[src/hdl/median_filter_3x3_core_defines.svh]
// Assertion macros shared by the median filter modules.
`ifndef MEDIAN_FILTER_3X3_CORE_DEFINES_SVH
`define MEDIAN_FILTER_3X3_CORE_DEFINES_SVH
`ifndef SYNTHESIS
`define MF3_ASSERT(label, expr) \
   label: assert property (@(posedge clock) disable iff (reset) (expr)) \
      else $error("median filter check failed");
`define MF3_ASSERT_NEXT(label, pre, post) \
   label: assert property (@(posedge clock) disable iff (reset) (pre) |=> (post)) \
      else $error("median filter check failed");
`else
`define MF3_ASSERT(label, expr)
`define MF3_ASSERT_NEXT(label, pre, post)
`endif
`endif

[src/hdl/mf3_pkg.sv]
// Types, constants and compare functions of the 3x3 median filter.
`timescale 1ns / 1ps
package mf3_pkg;

   localparam int CHAN_W        = 8;
   localparam int NUM_CHAN      = 3;
   localparam int PIXEL_W       = CHAN_W * NUM_CHAN;
   localparam int WIN_N         = 3;
   localparam int WIDTH_REG_W   = 12;
   localparam int HEIGHT_REG_W  = 16;
   localparam int CSR_DATA_W    = 16;
   localparam int DEF_MAX_WIDTH = 2048;
   localparam int QUEUE_DEPTH   = 4;

   localparam logic [WIDTH_REG_W-1:0]  WIDTH_RESET  = WIDTH_REG_W'(640);
   localparam logic [HEIGHT_REG_W-1:0] HEIGHT_RESET = HEIGHT_REG_W'(480);

   localparam logic CSR_IMAGE_WIDTH  = 1'b0;
   localparam logic CSR_IMAGE_HEIGHT = 1'b1;

   localparam logic REQ_PIXEL = 1'b0;
   localparam logic REQ_DRAIN = 1'b1;

   typedef logic [CHAN_W-1:0] chan_type;
   typedef logic [NUM_CHAN-1:0][CHAN_W-1:0] pix_type;
   typedef logic [WIN_N-1:0][CHAN_W-1:0] trio_type;

   typedef enum logic {
      OP_PIXEL,
      OP_FLUSH
   } op_type;

   typedef enum logic [2:0] {
      SRC_MEDIAN,
      SRC_CENTER,
      SRC_OLD_LAST,
      SRC_LINE_A,
      SRC_LINE_B
   } src_type;

   typedef struct packed {
      op_type  op;
      src_type src;
      logic    emit;
      logic    last_col;
      logic    frame_end;
      pix_type pix;
   } cmd_type;

   localparam int CMD_W = $bits(cmd_type);

   function automatic chan_type min2(input chan_type a, input chan_type b);
      return (a < b) ? a : b;
   endfunction

   function automatic chan_type max2(input chan_type a, input chan_type b);
      return (a < b) ? b : a;
   endfunction

   function automatic chan_type min3(input chan_type a, input chan_type b, input chan_type c);
      return min2(min2(a, b), c);
   endfunction

   function automatic chan_type max3(input chan_type a, input chan_type b, input chan_type c);
      return max2(max2(a, b), c);
   endfunction

   function automatic chan_type med3(input chan_type a, input chan_type b, input chan_type c);
      return max2(min2(a, b), min2(max2(a, b), c));
   endfunction

   // Index 0 holds the smallest value, index 2 the largest.
   function automatic trio_type sort3(input chan_type a, input chan_type b, input chan_type c);
      chan_type lo1;
      chan_type hi1;
      chan_type lo2;
      trio_type res;
      lo1    = min2(a, b);
      hi1    = max2(a, b);
      lo2    = min2(hi1, c);
      res[2] = max2(hi1, c);
      res[0] = min2(lo1, lo2);
      res[1] = max2(lo1, lo2);
      return res;
   endfunction

endpackage

[src/hdl/mf3_front.sv]
// Input classifier: frame position counters, configuration and command generation.
`timescale 1ns / 1ps
`include "median_filter_3x3_core_defines.svh"
module mf3_front
   import mf3_pkg::*;
#(
   parameter int MAX_WIDTH = DEF_MAX_WIDTH,
   localparam int COL_W = $clog2(MAX_WIDTH)
) (
   input  logic                  clock,
   input  logic                  reset,
   input  logic                  csr_wr_en,
   input  logic                  csr_index,
   input  logic [CSR_DATA_W-1:0] csr_data,
   input  logic                  req_tvalid,
   output logic                  req_tready,
   input  logic [PIXEL_W-1:0]    req_tdata,
   input  logic                  req_tuser,
   input  logic                  q_ready,
   output logic                  push_valid,
   output cmd_type               push_cmd,
   output logic [COL_W-1:0]      push_col
);

   localparam int CW1 = $clog2(MAX_WIDTH + 1);
   localparam int EW  = (CW1 > WIDTH_REG_W) ? CW1 : WIDTH_REG_W;

   logic [WIDTH_REG_W-1:0]  width_ff, width_in;
   logic [HEIGHT_REG_W-1:0] height_ff, height_in;
   logic [COL_W-1:0]        in_col_ff, in_col_in;
   logic [COL_W-1:0]        out_col_ff, out_col_in;
   logic [HEIGHT_REG_W-1:0] in_row_ff, in_row_in;
   logic [HEIGHT_REG_W-1:0] out_row_ff, out_row_in;
   logic [EW-1:0]           width_ext;
   logic [CW1-1:0]          eff_w;
   logic [COL_W-1:0]        wm1;
   logic [HEIGHT_REG_W-1:0] hm1;
   logic                    accept;
   logic                    in_done;
   logic                    emit_now;
   logic                    frame_last;
   logic                    interior;
   cmd_type                 cmd;

   assign req_tready = q_ready;
   assign accept     = req_tvalid && q_ready;

   // A width of zero acts as one; widths above the line memory are clamped.
   always_comb begin
      width_ext = EW'(width_ff);
      if (width_ext == '0) begin
         eff_w = CW1'(1);
      end else if (width_ext > EW'(MAX_WIDTH)) begin
         eff_w = CW1'(MAX_WIDTH);
      end else begin
         eff_w = CW1'(width_ext);
      end
      wm1 = COL_W'(eff_w - CW1'(1));
      hm1 = (height_ff == '0) ? '0 : height_ff - HEIGHT_REG_W'(1);
   end

   assign in_done    = (in_row_ff > hm1);
   assign frame_last = (out_row_ff == hm1) && (out_col_ff == wm1);
   assign interior   = (out_row_ff != '0) && (out_row_ff < hm1) &&
                       (out_col_ff != '0) && (out_col_ff < wm1);

   always_comb begin
      width_in   = width_ff;
      height_in  = height_ff;
      in_col_in  = in_col_ff;
      in_row_in  = in_row_ff;
      out_col_in = out_col_ff;
      out_row_in = out_row_ff;
      cmd           = '0;
      cmd.op        = OP_PIXEL;
      cmd.src       = SRC_CENTER;
      cmd.pix       = req_tdata;
      push_col      = in_col_ff;
      push_valid    = 1'b0;
      emit_now      = 1'b0;
      if (csr_wr_en) begin
         case (csr_index)
            CSR_IMAGE_WIDTH: begin
               width_in = csr_data[WIDTH_REG_W-1:0];
            end
            CSR_IMAGE_HEIGHT: begin
               height_in = csr_data[HEIGHT_REG_W-1:0];
            end
            default: begin
            end
         endcase
         in_col_in  = '0;
         in_row_in  = '0;
         out_col_in = '0;
         out_row_in = '0;
      end else if (accept) begin
         if (in_done) begin
            // The frame is in; every further word flushes one stored pixel.
            push_valid = 1'b1;
            cmd.op     = OP_FLUSH;
            cmd.src    = (out_row_ff == hm1) ? SRC_LINE_A : SRC_LINE_B;
            push_col   = out_col_ff;
            emit_now   = 1'b1;
         end else if (req_tuser == REQ_PIXEL) begin
            push_valid   = 1'b1;
            cmd.op       = OP_PIXEL;
            cmd.last_col = (in_col_ff == wm1);
            push_col     = in_col_ff;
            if (in_col_ff == wm1) begin
               in_col_in = '0;
               in_row_in = in_row_ff + HEIGHT_REG_W'(1);
            end else begin
               in_col_in = in_col_ff + COL_W'(1);
            end
            emit_now = (in_row_ff >= HEIGHT_REG_W'(2)) ||
                       ((in_row_ff == HEIGHT_REG_W'(1)) && (in_col_ff != '0));
            if (in_col_ff == '0) begin
               cmd.src = SRC_OLD_LAST;
            end else if (interior) begin
               cmd.src = SRC_MEDIAN;
            end else begin
               cmd.src = SRC_CENTER;
            end
         end
      end
      cmd.emit      = emit_now;
      cmd.frame_end = frame_last;
      if (emit_now) begin
         if (frame_last) begin
            in_col_in  = '0;
            in_row_in  = '0;
            out_col_in = '0;
            out_row_in = '0;
         end else if (out_col_ff == wm1) begin
            out_col_in = '0;
            out_row_in = out_row_ff + HEIGHT_REG_W'(1);
         end else begin
            out_col_in = out_col_ff + COL_W'(1);
         end
      end
   end

   assign push_cmd = cmd;

   always_ff @(posedge clock) begin
      if (reset) begin
         width_ff   <= WIDTH_RESET;
         height_ff  <= HEIGHT_RESET;
         in_col_ff  <= '0;
         in_row_ff  <= '0;
         out_col_ff <= '0;
         out_row_ff <= '0;
      end else begin
         width_ff   <= width_in;
         height_ff  <= height_in;
         in_col_ff  <= in_col_in;
         in_row_ff  <= in_row_in;
         out_col_ff <= out_col_in;
         out_row_ff <= out_row_in;
      end
   end

   `MF3_ASSERT(a_in_col_in_row, in_col_ff <= wm1)
   `MF3_ASSERT(a_out_col_in_row, out_col_ff <= wm1)

endmodule

[config.mk]
export PLATFORM = sky130hd
export DESIGN_NAME = mf3_front
export DESIGN_NICKNAME = d
export VERILOG_FILES = /design/src/hdl/mf3_pkg.sv /design/src/hdl/mf3_front.sv
export VERILOG_INCLUDE_DIRS = /design/src /design/src/hdl
export SDC_FILE = /design/constraint.sdc
export NUM_CORES = 1
export LEC_CHECK = 0
export BUFFER_PORTS_ARGS = -buffer_cell sky130_fd_sc_hd__buf_2
export CORE_AREA = 8 8 127 129
export CTS_BUF_LIST = sky130_fd_sc_hd__clkbuf_4 sky130_fd_sc_hd__clkbuf_8 sky130_fd_sc_hd__clkbuf_16
export CTS_CLUSTER_SIZE = 10
export DETAILED_ROUTE_END_ITERATION = 10
export DIE_AREA = 0 0 135 137
export REMOVE_ABC_BUFFERS = 1
export SYNTH_ARGS = -nofsm -noshare
export SYNTH_HDL_FRONTEND = slang
export SYNTH_SLANG_ARGS = --single-unit
[constraint.sdc]
create_clock -name clock -period 5.3 [get_ports clock]
set_input_delay 0.795 -clock clock [delete_from_list [all_inputs] [get_ports clock]]
set_output_delay 0.795 -clock clock [all_outputs]
set_load 0.02 [all_outputs]
# Yosys cells after proc, flatten, opt, wreduce, memory -nomap -nowiden
# Cells that the tools add are included.
# word_totals
word_cells	85
inputBits	47
ff_bits	82
output_inout_bits	44
# op_classes
addsub	6
n_lt_le_gt_ge	5
mux	47
eq_ne	4
n_reduce_logical	16
bitwise	1
# op_table
operator	count
two-way mux 16 bit	12
two-way mux 11 bit	16
adder 16 x 1 -> 16 bit, second input constant	2
adder 11 x 1 -> 11 bit, second input constant	2
== test 11 bit	2
nonzero test 11 bit	2
== test 16 x 1 -> 1 bit, second input constant	1
== test 16 bit	1
>= comparator 16 x 2 -> 1 bit, second input constant	1
greater-than comparator 16 bit	1
zero test 16 bit	1
less-than comparator 16 bit	1
nonzero test 16 bit	1
subtractor 16 x 1 -> 16 bit, second input constant	1
two-way mux 1 bit	13
greater-than comparator 12 bit, second input constant	1
zero test 12 bit	1
two-way mux 4 bit	3
zero test 11 bit	1
less-than comparator 11 bit	1
subtractor 11 x 1 -> 11 bit, second input constant	1
logical AND 1 bit	6
two-way mux 2 bit	2
AND reduction 2 bit	2
other kinds (4)	4

# Logic depth before layout (Yosys ltp)
# depth
depth_word	12
mapped_depth	19
mapped_depth_nobuf	16

# Worst setup path before layout
# OpenSTA, ideal clock, no wires.
# synth_timing
path_kind	register to output
from	register height_ff[2]
to	output push_col[9]
required_ps	4505
path_stages_with_launch	15
path_buffers	1
t_arrival_ps	4260
setup_slack_ps	245
path_cell_list	dfxtp_1 -> nor4_1 -> nor2b_1 -> nand2_1 -> nor4b_1 -> xor2_1 -> nand2_1 -> ha_1 -> nand4_1 -> a2111o_1 -> a31oi_1 -> inv_1 -> nor2_1 -> clkbuf_1 -> mux2_2
# synth_between
elab_chain_cells	6
word_cells_on_any_way	7
cone_classes	add/sub: 1; order compare: 1; mux: 4; reduce/logical: 1
# synth_rtl
element	line	rtl
start: declaration	mf3_front.sv:29	logic [HEIGHT_REG_W-1:0] height_ff, height_in;
start signal: assignment	mf3_front.sv:155	height_ff <= height_in;
subtractor 16 x 1 -> 16 bit / zero test 16 bit (equally long branches)	mf3_front.sv:59	hm1 = (height_ff == '0) ? '0 : height_ff - HEIGHT_REG_W'(1);
two-way mux 16 bit (*)	mf3_front.sv:59	
greater-than comparator 16 bit (*)	mf3_front.sv:62	assign in_done = (in_row_ff > hm1);
two-way mux 11 bit (*)	mf3_front.sv:97	if (in_done) begin
two-way mux 11 bit (*)	mf3_front.sv:96	end else if (accept) begin
two-way mux 11 bit (*)	mf3_front.sv:81	if (csr_wr_en) begin
end: declaration	mf3_front.sv:22	output logic [COL_W-1:0] push_col
# Mark *: on every way between the ends. The rest lies on a longest branch, timed or not.

# Final worst setup path
# layout_timing
from	register height_ff[2]
to	output push_col[7]
# The elaborated chain is that of the path after synthesis.

==> metrics.md <==
| Metric | Value |
|---|---|
| Number of synthesized register bits | `82` |
| Synth area leader | `dfxtp_1` |
| Initial antenna violation count | `0` |
| FMAX | `198 MHz` |
| NetSw | `408 uW` |
| Syn Inst Count | `816` |
| Clk_lat worst skew | `0.35 ns` |
| Worst vdd ir | `0.000146 V` |
| DRC viols | `0` |
| Final Non-Filler Cells | `1000` |
| Min-Delay Path Class | `reg -> reg` |
| Slew Viols, Final | `0` |
| Crit Path Class | `reg -> out` |
| Part of the power in registers | `0.418` |
| Place WS | `0.492 ns` |
| Largest net degree at the start of global routing | `35` |
| First-pass GRT wire length | `28800 um` |
| NumNets Final | `912` |
| Netlist cell types | `62` |
| Crit path max-delay cell type | `a2111o_1` |
| Tcrit/Tclk final | `0.954` |
| Worst Tran Pin Value | `0.865 ns` |
| # IOs | `91` |
| Post-synth top cells | `nand2_1, dfxtp_1, a21oi_1, ha_1, nor2_1` |
| Footprint of the multi-input gates | `4140 um^2` |
| GR Util met2 | `0.319` |
| # hold bufs at CTS | `0` |
| Async set-reset flop share out of synthesis | `0` |
| Hold Vio Cnt, Final | `0` |
| Overall routing resource usage | `0.195` |
| Ys flop type | `dfxtp_1` |
| Min Tclk post-route | `5.06 ns` |
| Post-synth EDFFs | `0` |
| Antenna-violating nets left | `0` |
| Avg Inst Size Synth | `7.61 um^2` |
| Power per cell area | `232 nW/um^2` |
| Pleak | `2.70 nW` |
| Most Crowded Layer GR | `met2` |
| CTS tree | `done` |
| Final setup margin | `0.242 ns` |
| Critical path capture point type | `primary output` |
| Clock share of power | `0.460` |
| CP startpoint kind | `register` |
| Via density | `5.89` |
| Total Power | `1.55 mW` |
| Max-slew headroom | `0.422` |
| Core Footprint | `14200 um^2` |
| Synthesized area | `6210 um^2` |
| WP data required | `4.51 ns` |
| Die area | `18500 um^2` |
| I/O Buffers | `42` |
| Sequential element share of the synthesized area | `0.264` |
| Clock root buffer | `clkbuf_16` |
| Vias in the first global route | `5541` |
| Worst-path cell chain | `nor4_2 -> nor2b_4 -> nand2_1 -> nor4b_1 -> xor2_1 -> nand2_1 -> ha_1 -> nand4_1 -> a2111o_1 -> a31oi_1 -> inv_1 -> nor2_1 -> buf_4 -> mux2_2 -> buf_2` |
| Cell row count | `44` |
| Met3 GRT Util | `0.0477` |
| Slowest stage delay, CP | `0.42 ns` |
| Placed insts | `984` |
| Logic gate share of total power | `0.122` |
| Vias | `5887` |
| Setup TNS | `0 ns` |
| DRT iter0 DRCs | `300` |
| Total Wirelength | `17800 um` |
| Largest cells by area after synthesis | `dfxtp_1, ha_1, nand2_1, a21oi_1, buf_4` |
| Layout cells sized above 1 | `0.110` |
| Die height | `137 um` |
| Clk buf depth | `2` |
| Most frequent cell after synthesis | `nand2_1` |
| Pint | `1.14 mW` |
| Switch share | `0.264` |
| GR Util met1 | `0.238` |
| Detailed-placement wirelength estimate | `13800 um` |
| DR WL/cell | `17.8 um` |
| H-tree depth | `3` |
| Synth-to-Final Area Change | `7.66%` |
| N_diodes | `0` |
| Starting Density | `0.437` |
| Final Wtd Congestion | `0.909` |
| Clock skew | `0.0146 ns` |
| Cts bufs inserted | `9` |
| Worst path most repeated cell | `nand2_1` |
| GRT overflow | `0` |
| Status | `complete, no violations` |
| # clock sinks | `82` |
| Fin util | `0.471` |
| MaxCap Viol Count | `0` |
| Pre-antenna DRT Iters | `5` |
| Post-synth top area share | `0.264` |
| Clock transition at the registers of the reported paths | `0.06 ns` |
| Die width | `135 um` |
| Yosys warns | `0` |
| Fill cell count | `1425` |
| Postcts setup bufs | `0` |
| Register area | `1640 um^2` |
| Crit-path max FO | `16` |
| Final setup viols | `0` |
| CP arrival | `4.26 ns` |
cell type report:
class | count | share of cell area
well taps | 184 | 0.0344
flip-flops and latches | 82 | 0.246
repair buffers | 49 | 0.0393
clock inverters | 5 | 0.0125
multi-input cells | 650 | 0.620
inverters | 19 | 0.0107
clock buffers | 11 | 0.0378
state kept, by name, indices dropped and copies added, names as in the netlist:
name / count
out_row_ff: 16
width_ext: 12
height_ff: 16
out_col_ff: 11
in_col_ff: 11
in_row_ff: 16
routing by layer:
layer	wire, um	part of all wire
met1	7830	0.44
met2	8570	0.48
met5	0	0
met4	550	0.031
met3	897	0.050
worst max-delay path, delay by kind of cell (launching register included):
kind,cells,cell delay (ns)
multiplexers,1,0.35
AO/OA/AOI/OAI,2,0.69
XOR/XNOR,1,0.18
AND/OR/NAND/NOR,7,1.49
adder cells (fa/ha/maj),1,0.33
buffers and inverters,3,0.53
flip-flops,1,0.35
kinds of logic (layout without fill, tap and decap cells):
| kind of cell | Yosys count | count (layout) | share of synthesized area |
|---|---|---|---|
| compound gates | 167 | 167 | 0.173 |
| simple gates | 387 | 387 | 0.320 |
| buf+inv | 84 | 84 | 0.0713 |
| mux | 9 | 9 | 0.0161 |
| xor+xnor | 33 | 33 | 0.0465 |
| flops | 82 | 82 | 0.264 |
| fa+ha+maj | 54 | 54 | 0.109 |
stage by stage:
step | area, um^2 | hold WS, ns
after CTS | 6670 | 0.499
after floorplan | 5840 | 0.449
after global routing | 6690 | 0.526
after global placement | 6330 | 0.486
after detailed placement | 6330 | 0.490
final | 6690 | 0.497
cells in the final DEF (no fill, tap or decap), types with 9 or more instances in the layout:
master     instances
nand2b_1          15
xnor2_1           12
and3_1            14
clkbuf_16          9
ha_1              54
inv_1             19
o21ai_0           26
a31oi_1           10
nand3_1           37
nand4_1           23
nor2_1            48
nor3_1            29
buf_2             42
nor4_1            18
nand2_1          135
or4_1             14
o31ai_1           12
xor2_1            21
a21oi_1           70
nor2b_1           11
dfxtp_1           82
power groups by stage:
stage | Clock, mW | Sequential, mW | Combinational [mW]
5_1_grt | 0.756 | 0.649 | 0.212
4_1_cts | 0.727 | 0.647 | 0.190
3_3_place_gp | 0 | 0.660 | 0.185
6_report | 0.712 | 0.648 | 0.190
3_5_place_dp | 0 | 0.661 | 0.189
2_1_floorplan | 0 | 0.655 | 0.130
worst paths after layout:
check / end / slack, ns / start / cells after the start
max reg2reg: in_row_ff[13] / 0.70 / height_ff[7] / 14
min: height_ff[10] / 0.50 / height_ff[10] / 2
min reg2reg: height_ff[10] / 0.50 / height_ff[10] / 2
max: push_col[7] / 0.24 / height_ff[2] / 15
repair_timing:
item                                    CTS  global route
resized for setup                         0             5
endpoints found under the setup margin    0            13
hold endpoints to repair                  0             0
Power figures use the tool's default switching activity.
