`src/hdl/median_filter_3x3_core_defines.svh`:
```
// Assertion macros shared by the median filter modules.
`ifndef MEDIAN_FILTER_3X3_CORE_DEFINES_SVH
`define MEDIAN_FILTER_3X3_CORE_DEFINES_SVH
`ifndef SYNTHESIS
`define MF3_ASSERT(label, expr) \
   label: assert property (@(posedge clock) disable iff (reset) (expr)) \
      else $error("median filter check failed");
`define MF3_ASSERT_NEXT(label, pre, post) \
   label: assert property (@(posedge clock) disable iff (reset) (pre) |=> (post)) \
      else $error("median filter check failed");
`else
`define MF3_ASSERT(label, expr)
`define MF3_ASSERT_NEXT(label, pre, post)
`endif
`endif

```
`src/hdl/mf3_queue.sv`:
```
// Short command queue between the classifier and the filter datapath.
`timescale 1ns / 1ps
module mf3_queue #(
   parameter int DATA_W = 40,
   parameter int DEPTH  = 4
) (
   input  logic              clock,
   input  logic              reset,
   input  logic              push_valid,
   output logic              push_ready,
   input  logic [DATA_W-1:0] push_data,
   output logic              pop_valid,
   input  logic              pop_ready,
   output logic [DATA_W-1:0] pop_data
);

   localparam int PW = (DEPTH > 1) ? $clog2(DEPTH) : 1;
   localparam int CW = $clog2(DEPTH + 1);

   logic [DATA_W-1:0] slot_ff [DEPTH];
   logic [PW-1:0]     wr_ptr_ff, wr_ptr_in;
   logic [PW-1:0]     rd_ptr_ff, rd_ptr_in;
   logic [CW-1:0]     count_ff, count_in;
   logic              push_fire;
   logic              pop_fire;

   assign push_ready = (count_ff != CW'(DEPTH));
   assign pop_valid  = (count_ff != '0);
   assign pop_data   = slot_ff[rd_ptr_ff];
   assign push_fire  = push_valid && push_ready;
   assign pop_fire   = pop_valid && pop_ready;

   always_comb begin
      wr_ptr_in = wr_ptr_ff;
      rd_ptr_in = rd_ptr_ff;
      count_in  = count_ff;
      if (push_fire) begin
         wr_ptr_in = (wr_ptr_ff == PW'(DEPTH - 1)) ? '0 : wr_ptr_ff + PW'(1);
      end
      if (pop_fire) begin
         rd_ptr_in = (rd_ptr_ff == PW'(DEPTH - 1)) ? '0 : rd_ptr_ff + PW'(1);
      end
      if (push_fire && !pop_fire) begin
         count_in = count_ff + CW'(1);
      end else if (pop_fire && !push_fire) begin
         count_in = count_ff - CW'(1);
      end
   end

   always_ff @(posedge clock) begin
      if (reset) begin
         wr_ptr_ff <= '0;
         rd_ptr_ff <= '0;
         count_ff  <= '0;
      end else begin
         wr_ptr_ff <= wr_ptr_in;
         rd_ptr_ff <= rd_ptr_in;
         count_ff  <= count_in;
      end
   end

   always_ff @(posedge clock) begin
      if (push_fire) begin
         slot_ff[wr_ptr_ff] <= push_data;
      end
   end

endmodule

```
`config.mk`:
```
export PLATFORM = sky130hd
export DESIGN_NAME = mf3_queue
export DESIGN_NICKNAME = d
export VERILOG_FILES = /design/src/hdl/median_filter_3x3_core_defines.svh /design/src/hdl/mf3_queue.sv
export SDC_FILE = /design/constraint.sdc
export NUM_CORES = 1
export LEC_CHECK = 0
export BUFFER_PORTS_ARGS = -buffer_cell sky130_fd_sc_hd__buf_2
export CAP_MARGIN = 5
export CORE_MARGIN = 4
export CORE_UTILIZATION = 45
export CTS_CLUSTER_SIZE = 28
export DETAILED_ROUTE_END_ITERATION = 10
export HOLD_SLACK_MARGIN = 0.08
export MAX_ROUTING_LAYER = met4
export PLACE_DENSITY = 0.76
export SLEW_MARGIN = 30
export SYNTH_ARGS = -nofsm -noshare
export SYNTH_HDL_FRONTEND = slang
export SYNTH_SLANG_ARGS = --single-unit
```
`constraint.sdc`:
```
create_clock -name clock -period 3.1 [get_ports clock]
set_clock_uncertainty 0.15 [all_clocks]
set_input_delay 0.62 -clock clock [delete_from_list [all_inputs] [get_ports clock]]
set_output_delay 0.62 -clock clock [all_outputs]
set_load 0.1 [all_outputs]
```
After elaboration in Yosys (flattened, before gate mapping)
Memory sizes are Yosys's and may differ from the RTL's. A register that Yosys moved wholly into a read port is not among the register bits.
Cells that the tools add are included.
Word-level totals
  register bits: 7
  bits in writable memories: 160
  input port bits: 44
  word-level logic and storage cells: 27
  memories: 1
Memory list
  slot_ff: depth 4, bits a word 40, rd ports 1, clocked after memory_dff 1, wr ports 1, RTL line mf3_queue.sv:20  | logic [DATA_W-1:0] slot_ff [DEPTH];
Operators by class
  $add $sub $neg: 4
  equal/unequal tests: 3
  multiplexer cells: 8
  reduce and logical (&&, ||, !) cells: 8
Operators by type and width (count)
  2-bit 2-to-1 mux: 4
  3-bit 2-to-1 mux: 2
  2-bit by 1-bit adder with 2-bit output (second input constant): 2
  2-bit == test (second input constant): 2
  1-bit logical AND: 4
  3-bit by 1-bit adder with 3-bit output (second input constant): 1
  3-bit inequality test (second input constant): 1
  3-bit nonzero test: 1
  3-bit by 1-bit subtractor with 3-bit output (second input constant): 1
  1-bit zero test: 2
  1-bit 2-to-1 mux: 2
  2-bit nonzero test: 1

Depth between registers and ports, before layout
Gate-level depths: netlist of run 1.
  word-level depth: 6
  depth in mapped cells: 9
  gate-level depth less buffers: 8

Worst setup path after synthesis of run 1
No wires, ideal clock.
  path kind: reg2reg
  from: register count_ff[0]
  to: register count_ff[2]
  library setup time: 0.070 ns
  arrival time: 2.537 ns
  required time: 2.880 ns
  setup slack: 0.343 ns
  stages on the path, launching flop included: 10
  buffers on the path: 1
  clock period less this slack: 2.757 ns
  path through: dfxtp_1 or3b_1 clkbuf_2 and2_4 ha_1 inv_1 fa_1 xor2_1 or3_2 a21oi_1
Between the ends
  cells in the longest elaborated chain, start to end: 5
  elaborated cells on any way between the ends: 13
  classes of those cells: add/sub: 2; eq/ne: 1; mux: 2; reduce/logical: 8
Ends and longest elaborated chain
  start, declared: RTL line mf3_queue.sv:23  | logic [CW-1:0] count_ff, count_in;
  start signal, assigned: RTL line mf3_queue.sv:58  | count_ff <= count_in;
  3-bit inequality test (*): RTL line mf3_queue.sv:27  | assign push_ready = (count_ff != CW'(DEPTH));
  via push_ready: RTL line mf3_queue.sv:10  | output logic push_ready,
  1-bit logical AND (*): RTL line mf3_queue.sv:30  | assign push_fire = push_valid && push_ready;
  via push_fire: RTL line mf3_queue.sv:24  | logic push_fire;
  1-bit zero test: RTL line mf3_queue.sv:45  | end else if (pop_fire && !push_fire) begin
  1-bit logical AND: RTL line mf3_queue.sv:45
  2-bit nonzero test (no source line)
The timed path passes the listed nets; every way through them passes the cells marked *. The select of a mux whose other input is x is not followed.
A chain may end at the register's enable or synchronous reset.

==> impl_results.rst, run 1 <==
.. list-table::
   :header-rows: 1

   * - Metric
     - Value
   * - Cell Area, Synth
     - 6238 µm²
   * - Worst setup path class
     - flop to output pin
   * - Hold Crit Start
     - push_data[13]
   * - Total congestion overflow
     - 0
   * - Number of distinct library cell variants in the gate-level netlist after synthesis
     - 25
   * - Final worst path period share
     - 94.87%
   * - # setup viols final
     - 0
   * - Effective utilization at floorplan
     - 46.55%
   * - Critical path fanouts, max
     - 20
   * - RSZ-0062 raised after global routing
     - no
   * - Weighted congestion reported at the end of routability-driven placement
     - 0.6973
   * - Total of cells resized after clock tree synthesis
     - 0
   * - Top Ports
     - 86
   * - Total nets after synthesis
     - 308
   * - Worst hold path class
     - input pin to flop
   * - Worst ir drop on vdd
     - 0.0005875 V
   * - Clock power share
     - 29.6%
   * - P_int
     - 4.894 mW
   * - Detail-routed net length per standard cell
     - 20.28 µm
   * - Std-Cell Rows
     - 42
   * - Overall power after layout
     - 7.963 mW
   * - Comb pwr share
     - 33.8%
   * - Count of input and output buffers
     - 85
   * - Depth of the worst register-to-register path
     - 7
   * - Leak Pwr
     - 2.614 nW
   * - Worst-Skew Late Latency
     - 0.42 ns
   * - Final Slew Violations
     - 0
   * - Area of the core region
     - 13400 µm²
   * - EDFF count, synth
     - 160
   * - Crit Reg-Reg Startpoint
     - count_ff[0]$_SDFFE_PP0P_
   * - Proportion of register bits with asynchronous set or reset after synthesis
     - 0%
   * - Detailed Route WL
     - 11130 µm
   * - Clock slew at reported path FFs
     - 0.07 ns
   * - First-pass iteration count of the detailed router
     - 4
   * - Buffer depth of the longest clock path
     - 2
   * - Final-layout fill cell count
     - 1009
   * - Main flop type after synthesis
     - edfxtp_1
   * - Placed cell count
     - 516
   * - Top layer used by detailed routing
     - met4
   * - Transition time at the pin with the least slew margin
     - 0.5494 ns
   * - Critical path data required time
     - 2.33 ns
   * - Startpoint type of the worst setup path
     - flop
   * - Syn Inst Count
     - 257
   * - H-tree level count
     - 4
   * - Maximum number of pins on one net before global-route repair
     - 25
   * - Global-route usage over all layers
     - 15.55%
   * - First DRT Iteration DRCs
     - 144
   * - Syn-to-layout area delta
     - 22.44%
   * - Proportion of synthesized chip area in sequential cells
     - 79.90%
   * - Proportion of layout cells with a drive suffix above 1
     - 47.04%
   * - Seq cells post-synth
     - 169
   * - Post-detailed-route count of antenna-violating nets
     - 0
   * - Final std cells w/o fill
     - 549
   * - Number of max-capacitance violations reported
     - 0
   * - Net Sw Frac
     - 38.54%
   * - Routed length on met2
     - 5788 µm
   * - WL met3
     - 608 µm
   * - Tightest slew margin relative to the limit
     - 63.06%
   * - Highest clock rate
     - 340.0 MHz
   * - Ratio of total power to cell area
     - 1043 nW/µm²
   * - Power dissipated by switching net loads
     - 3.069 mW
   * - Endpoint kind of the worst setup timing path
     - output pin
   * - Via-to-Cell Ratio
     - 5.199
   * - Average cell area after synthesis
     - 24.27 µm²
   * - Die ar.
     - 15810 µm²
   * - Minimum hold slack
     - 0.2593 ns
   * - DPL Wire Length
     - 7111 µm
   * - Number of failing hold endpoints at the final stage
     - 0
   * - Clk sinks
     - 169
   * - Setup total negative slack
     - 0 ns
   * - Die height
     - 125.7 µm
   * - First-pass GRT wire length
     - 17680 µm
   * - Number of warnings reported in the yosys synthesis log
     - 0
   * - Reg2reg end
     - count_ff[2]$_SDFFE_PP0P_
   * - Number of buffers inserted by hold repair at cts
     - 0
   * - Postcts setup bufs
     - 0
   * - Hold Crit Depth
     - 1
   * - CTS tree
     - built
   * - Slack of the worst reg-to-reg path
     - 0.54 ns
   * - Vias after detailed routing
     - 2854
   * - Number of antenna violations at the first check in global routing
     - 1
   * - Number of clock buffers inserted by TritonCTS
     - 17
   * - Destination of the worst hold path
     - slot_ff[2][13]$_DFFE_PP_
   * - CTS root buf
     - clkbuf_16
   * - Data arrival time of the critical path
     - 2.17 ns
   * - Crit path time final
     - 2.941 ns
   * - Run status
     - finished clean
   * - Fraction of power consumed by sequential logic
     - 36.6%
   * - Total Nets Final
     - 410
   * - Width of the chip
     - 125.7 µm
   * - Via count of the first global-routing pass
     - 3199
   * - DRC viols
     - 0
   * - Routed metal-1 wire length
     - 4561 µm
## cells in the mapped netlist, types with 2 or more instances
library cell / n / area [µm²]
a21oi_1: 2 / 10.01
and3_2: 4 / 30.03
buf_4: 4 / 30.03
clkbuf_1: 6 / 22.52
dfxtp_1: 9 / 180.2
edfxtp_1: 160 / 4805
ha_1: 6 / 75.07
inv_1: 3 / 11.26
mux2i_1: 3 / 30.03
mux4_2: 40 / 900.9
nand2b_1: 2 / 12.51
nor2_1: 3 / 11.26
or3_2: 2 / 15.01
xor2_1: 2 / 17.52
## flip-flops by register name (all words and copies together), names as in the netlist, named ones only
register	count
slot_ff	160
count_ff	3
rd_ptr_ff	2
wr_ptr_ff	2
## per-layer routing
metal	global-route usage (%)	vias to the layer above
li1	-	1291
met1	18.25	1479
met2	24.76	70
met3	5.631	14
met4	6.057	0
met5	-	-
## through the flow
step | area [µm²] | worst slack, ns | util, %
2_1_floorplan | 6238 | 0.3426 | -
3_3_place_gp | 6962 | 0.5919 | 51.95
3_5_place_dp | 6962 | 0.5300 | 51.95
4_1_cts | 7636 | 0.08628 | 56.98
5_1_grt | 7639 | 0.01519 | 57.00
6_report | 7639 | 0.1590 | 57.00
## worst max path at each step
stage | startpoint | end
final | flop | pop_data[13]
after detailed placement | count_ff[0]$_SDFFE_PP0P_ | count_ff[2]$_SDFFE_PP0P_
after global placement | flop | pop_data[13]
after floorplan | count_ff[0]$_SDFFE_PP0P_ | count_ff[2]$_SDFFE_PP0P_
after CTS | flop | pop_data[13]
after global routing | flop | pop_data[13]
## layout make-up
class                           count  area [µm²]  area share, %
Sequential cell                   169        4990          65.32
Clock buffer                       17       425.4          5.569
Timing Repair Buffer               94       555.5          7.273
Multi-Input combinational cell     74        1185          15.51
Clock inverter                     15       249.0          3.260
Antenna cell                        1       2.502        0.03276
Tap cell                          176       220.2          2.883
Inverter                            3       11.26         0.1474
## cells by family (layout without fill, tap and decap cells)
family,after synthesis,count (layout),synth area share [%]
flops,169,169,79.90
xor+xnor,2,2,0.2808
other cells,0,1,0
fa+ha+maj,7,7,1.524
buf+inv,14,129,1.103
mux,43,43,14.92
simple gates,17,17,1.705
compound gates,5,5,0.5615
## cell usage in the layout (no fill, tap or decap)
| master | n |
|---|---|
| edfxtp_1 | 160 |
| buf_4 | 4 |
| bufinv_16 | 6 |
| clkinvlp_4 | 4 |
| or3_2 | 2 |
| clkinv_1 | 1 |
| mux2i_1 | 3 |
| mux4_2 | 40 |
| ha_1 | 6 |
| nor2_1 | 3 |
| and3_2 | 4 |
| dfxtp_4 | 1 |
| dfxtp_2 | 1 |
| a21oi_1 | 2 |
| buf_12 | 5 |
| nand3_1 | 1 |
| clkinv_4 | 3 |
| or3b_1 | 1 |
| xor2_1 | 2 |
| inv_1 | 3 |
| o31ai_2 | 1 |
| inv_6 | 1 |
| nand2b_1 | 2 |
| o21ai_0 | 1 |
| buf_2 | 85 |
| nand2_1 | 1 |
| dfxtp_1 | 7 |
| and2_4 | 1 |
| diode_2 | 1 |
| or3_1 | 1 |
| fa_1 | 1 |
| clkbuf_16 | 17 |
| nor3_1 | 1 |
| o31ai_1 | 1 |
## worst max-delay path, cell delays in order, from the launching register on
cell and delay (ns):
dfxtp_4 0.63, buf_4 0.28, mux4_2 0.52, buf_2 0.31
## power by group through the flow
| stage | Combinational [mW] | Clock, mW | Sequential [mW] |
|---|---|---|---|
| final | 2.69 | 2.36 | 2.91 |
| after global routing | 2.80 | 2.51 | 2.94 |
| after CTS | 2.73 | 2.40 | 2.92 |
| after detailed placement | 2.72 | 0 | 2.97 |
| after global placement | 2.69 | 0 | 2.95 |
| after floorplan | 2.33 | 0 | 2.87 |
Note: power is estimated with default switching activity, not from simulation.
==> run 2, diff against run 1 <==
BUFFER_PORTS_ARGS = -buffer_cell sky130_fd_sc_hd__buf_4   (was -buffer_cell sky130_fd_sc_hd__buf_2)
CORE_UTILIZATION = 38   (was 45)
PLACE_DENSITY = 0.68   (was 0.76)
==> impl_results.rst, run 2 (synthesis gave the netlist of run 1 again) <==
.. list-table::
   :header-rows: 1

   * - Metric
     - Value
   * - Transition time at the pin with the least slew margin
     - 0.5859 ns
   * - Flip-flop count of the largest register after layout
     - 160
   * - Total congestion overflow
     - 0
   * - Setup total negative slack
     - 0 ns
   * - Storage element area
     - 4990 µm²
   * - Top layer used by detailed routing
     - met4
   * - Vias after detailed routing
     - 2819
   * - DPL Wire Length
     - 7086 µm
   * - Final std cells w/o fill
     - 589
   * - Placed cell count
     - 557
   * - Worst-Skew Late Latency
     - 0.42 ns
   * - Global-route usage over all layers
     - 13.43%
   * - Leak Pwr
     - 2.618 nW
   * - DRC viols
     - 0
   * - Via-to-Cell Ratio
     - 4.786
   * - Final Slew Violations
     - 0
   * - Peak per-stage delay on the critical path
     - 0.56 ns
   * - Std-Cell Rows
     - 46
   * - Clk sinks
     - 169
   * - Run status
     - finished clean
   * - Maximum number of pins on one net before global-route repair
     - 24
   * - Tightest slew margin relative to the limit
     - 60.94%
   * - Syn-to-layout area delta
     - 24.23%
   * - RSZ-0062 raised after global routing
     - no
   * - Worst hold path class
     - input pin to flop
   * - Via count of the first global-routing pass
     - 3209
   * - Post-detailed-route count of antenna-violating nets
     - 0
   * - Critical path data required time
     - 2.33 ns
   * - Ratio of total power to cell area
     - 985.5 nW/µm²
   * - Number of buffers inserted by hold repair at cts
     - 0
   * - Critical path fanouts, max
     - 16
   * - Top reg by flops
     - slot_ff
   * - Number of antenna violations at the first check in global routing
     - 0
   * - Slack of the worst reg-to-reg path
     - 0.52 ns
   * - CTS tree
     - built
   * - First-pass GRT wire length
     - 17500 µm
   * - Most common cell after layout, fill and taps aside
     - edfxtp_1
   * - Multi-input logic area
     - 1185 µm²
   * - Data arrival time of the critical path
     - 2.06 ns
   * - Postcts setup bufs
     - 0
   * - Routed metal-1 wire length
     - 4423 µm
   * - Top Ports
     - 86
   * - Area of the core region
     - 16000 µm²
   * - CTS root buf
     - clkbuf_16
   * - Largest registers in the final layout
     - slot_ff x160, count_ff x3
   * - Startpoint type of the worst setup path
     - flop
   * - Number of max-capacitance violations reported
     - 0
   * - Worst setup path class
     - flop to output pin
   * - Total Nets Final
     - 411
   * - Worst path most repeated cell
     - buf_4
   * - Final-layout fill cell count
     - 1349
   * - Routed length on met2
     - 5888 µm
   * - H-tree level count
     - 4
   * - Buffer depth of the longest clock path
     - 2
   * - Cells along the critical path
     - buf_4 -> mux4_2 -> buf_4
   * - Detail-routed net length per standard cell
     - 18.70 µm
   * - Clock slew at reported path FFs
     - 0.06 ns
   * - Width of the chip
     - 136.1 µm
   * - First-pass iteration count of the detailed router
     - 4
   * - Inserted Diodes
     - 0
   * - Detailed Route WL
     - 11020 µm
   * - Total of cells resized after clock tree synthesis
     - 0
   * - Weighted congestion reported at the end of routability-driven placement
     - 0.7403
   * - Number of clock buffers inserted by TritonCTS
     - 17
   * - Die height
     - 136.1 µm
   * - Count of input and output buffers
     - 85
   * - Number of failing hold endpoints at the final stage
     - 0
   * - Minimum hold slack
     - 0.2488 ns
   * - Die ar.
     - 18530 µm²
   * - Crit path time final
     - 2.830 ns
   * - Proportion of layout cells with a drive suffix above 1
     - 45.31%
   * - Effective utilization at floorplan
     - 38.99%
   * - Worst-path cell with the longest stage delay
     - dfxtp_4
   * - Most frequent cells in the layout
     - edfxtp_1 (160), buf_4 (92), mux4_2 (40)
   * - Endpoint kind of the worst setup timing path
     - output pin
   * - Worst ir drop on vdd
     - 0.0007081 V
   * - First DRT Iteration DRCs
     - 151
   * - # setup viols final
     - 0
   * - Final worst path period share
     - 91.30%
   * - WL met3
     - 601 µm
   * - Highest clock rate
     - 353.3 MHz
==> run 2: critical path, delay by kind of cell (launching register included) <==
kind / cells / cell delay (ns)
buffers and inverters: 2 / 0.54
flip-flops: 1 / 0.56
multiplexers: 1 / 0.54
==> run 2: final cells by class <==
| cell class | count | area share (%) |
|---|---|---|
| clock buffer | 27 | 6.522 |
| clock inverter | 5 | 0.4843 |
| tap | 216 | 3.487 |
| inverter | 3 | 0.1453 |
| timing repair buffer | 95 | 9.687 |
| sequential | 169 | 64.38 |
| multi-input combinational | 74 | 15.29 |
==> run 2: per-layer routing <==
| metal | track usage, % | vias up |
|---|---|---|
| li1 | - | 1282 |
| met1 | 15.54 | 1448 |
| met2 | 22.15 | 79 |
| met3 | 5.033 | 10 |
| met4 | 3.695 | 0 |
| met5 | - | - |
==> run 2: final timing paths <==
| check | endpoint | start | cells after the start |
|---|---|---|---|
| worst min-delay path | slot_ff[2][28]$_DFFE_PP_ | push_data[28] | 1 |
| worst max-delay path | pop_data[21] | flop | 3 |
| worst max register to register | count_ff[2]$_SDFFE_PP0P_ | count_ff[0]$_SDFFE_PP0P_ | 7 |
| worst min register to register | flop | rd_ptr_ff[0]$_SDFFE_PP0P_ | 2 |
==> run 2: power breakdown <==
group	switching (mW)	leakage (nW)	total (mW)	internal [mW]
Clock	0.780	0.244	1.90	1.12
Sequential	0.122	1.54	2.89	2.77
Combinational	2.10	0.832	2.84	0.741
Total	3.00	2.62	7.64	4.63
==> run 2: through the flow <==
stage | total power, mW | area (µm²) | util (%) | setup slack, ns
final | 7.638 | 7750 | 48.44 | 0.2698
after global placement | 5.790 | 7207 | 45.04 | 0.6109
after global routing | 7.972 | 7750 | 48.44 | 0.1196
after CTS | 7.740 | 7750 | 48.44 | 0.1941
after detailed placement | 5.831 | 7207 | 45.04 | 0.5345
after floorplan | 5.202 | 6238 | - | 0.3426
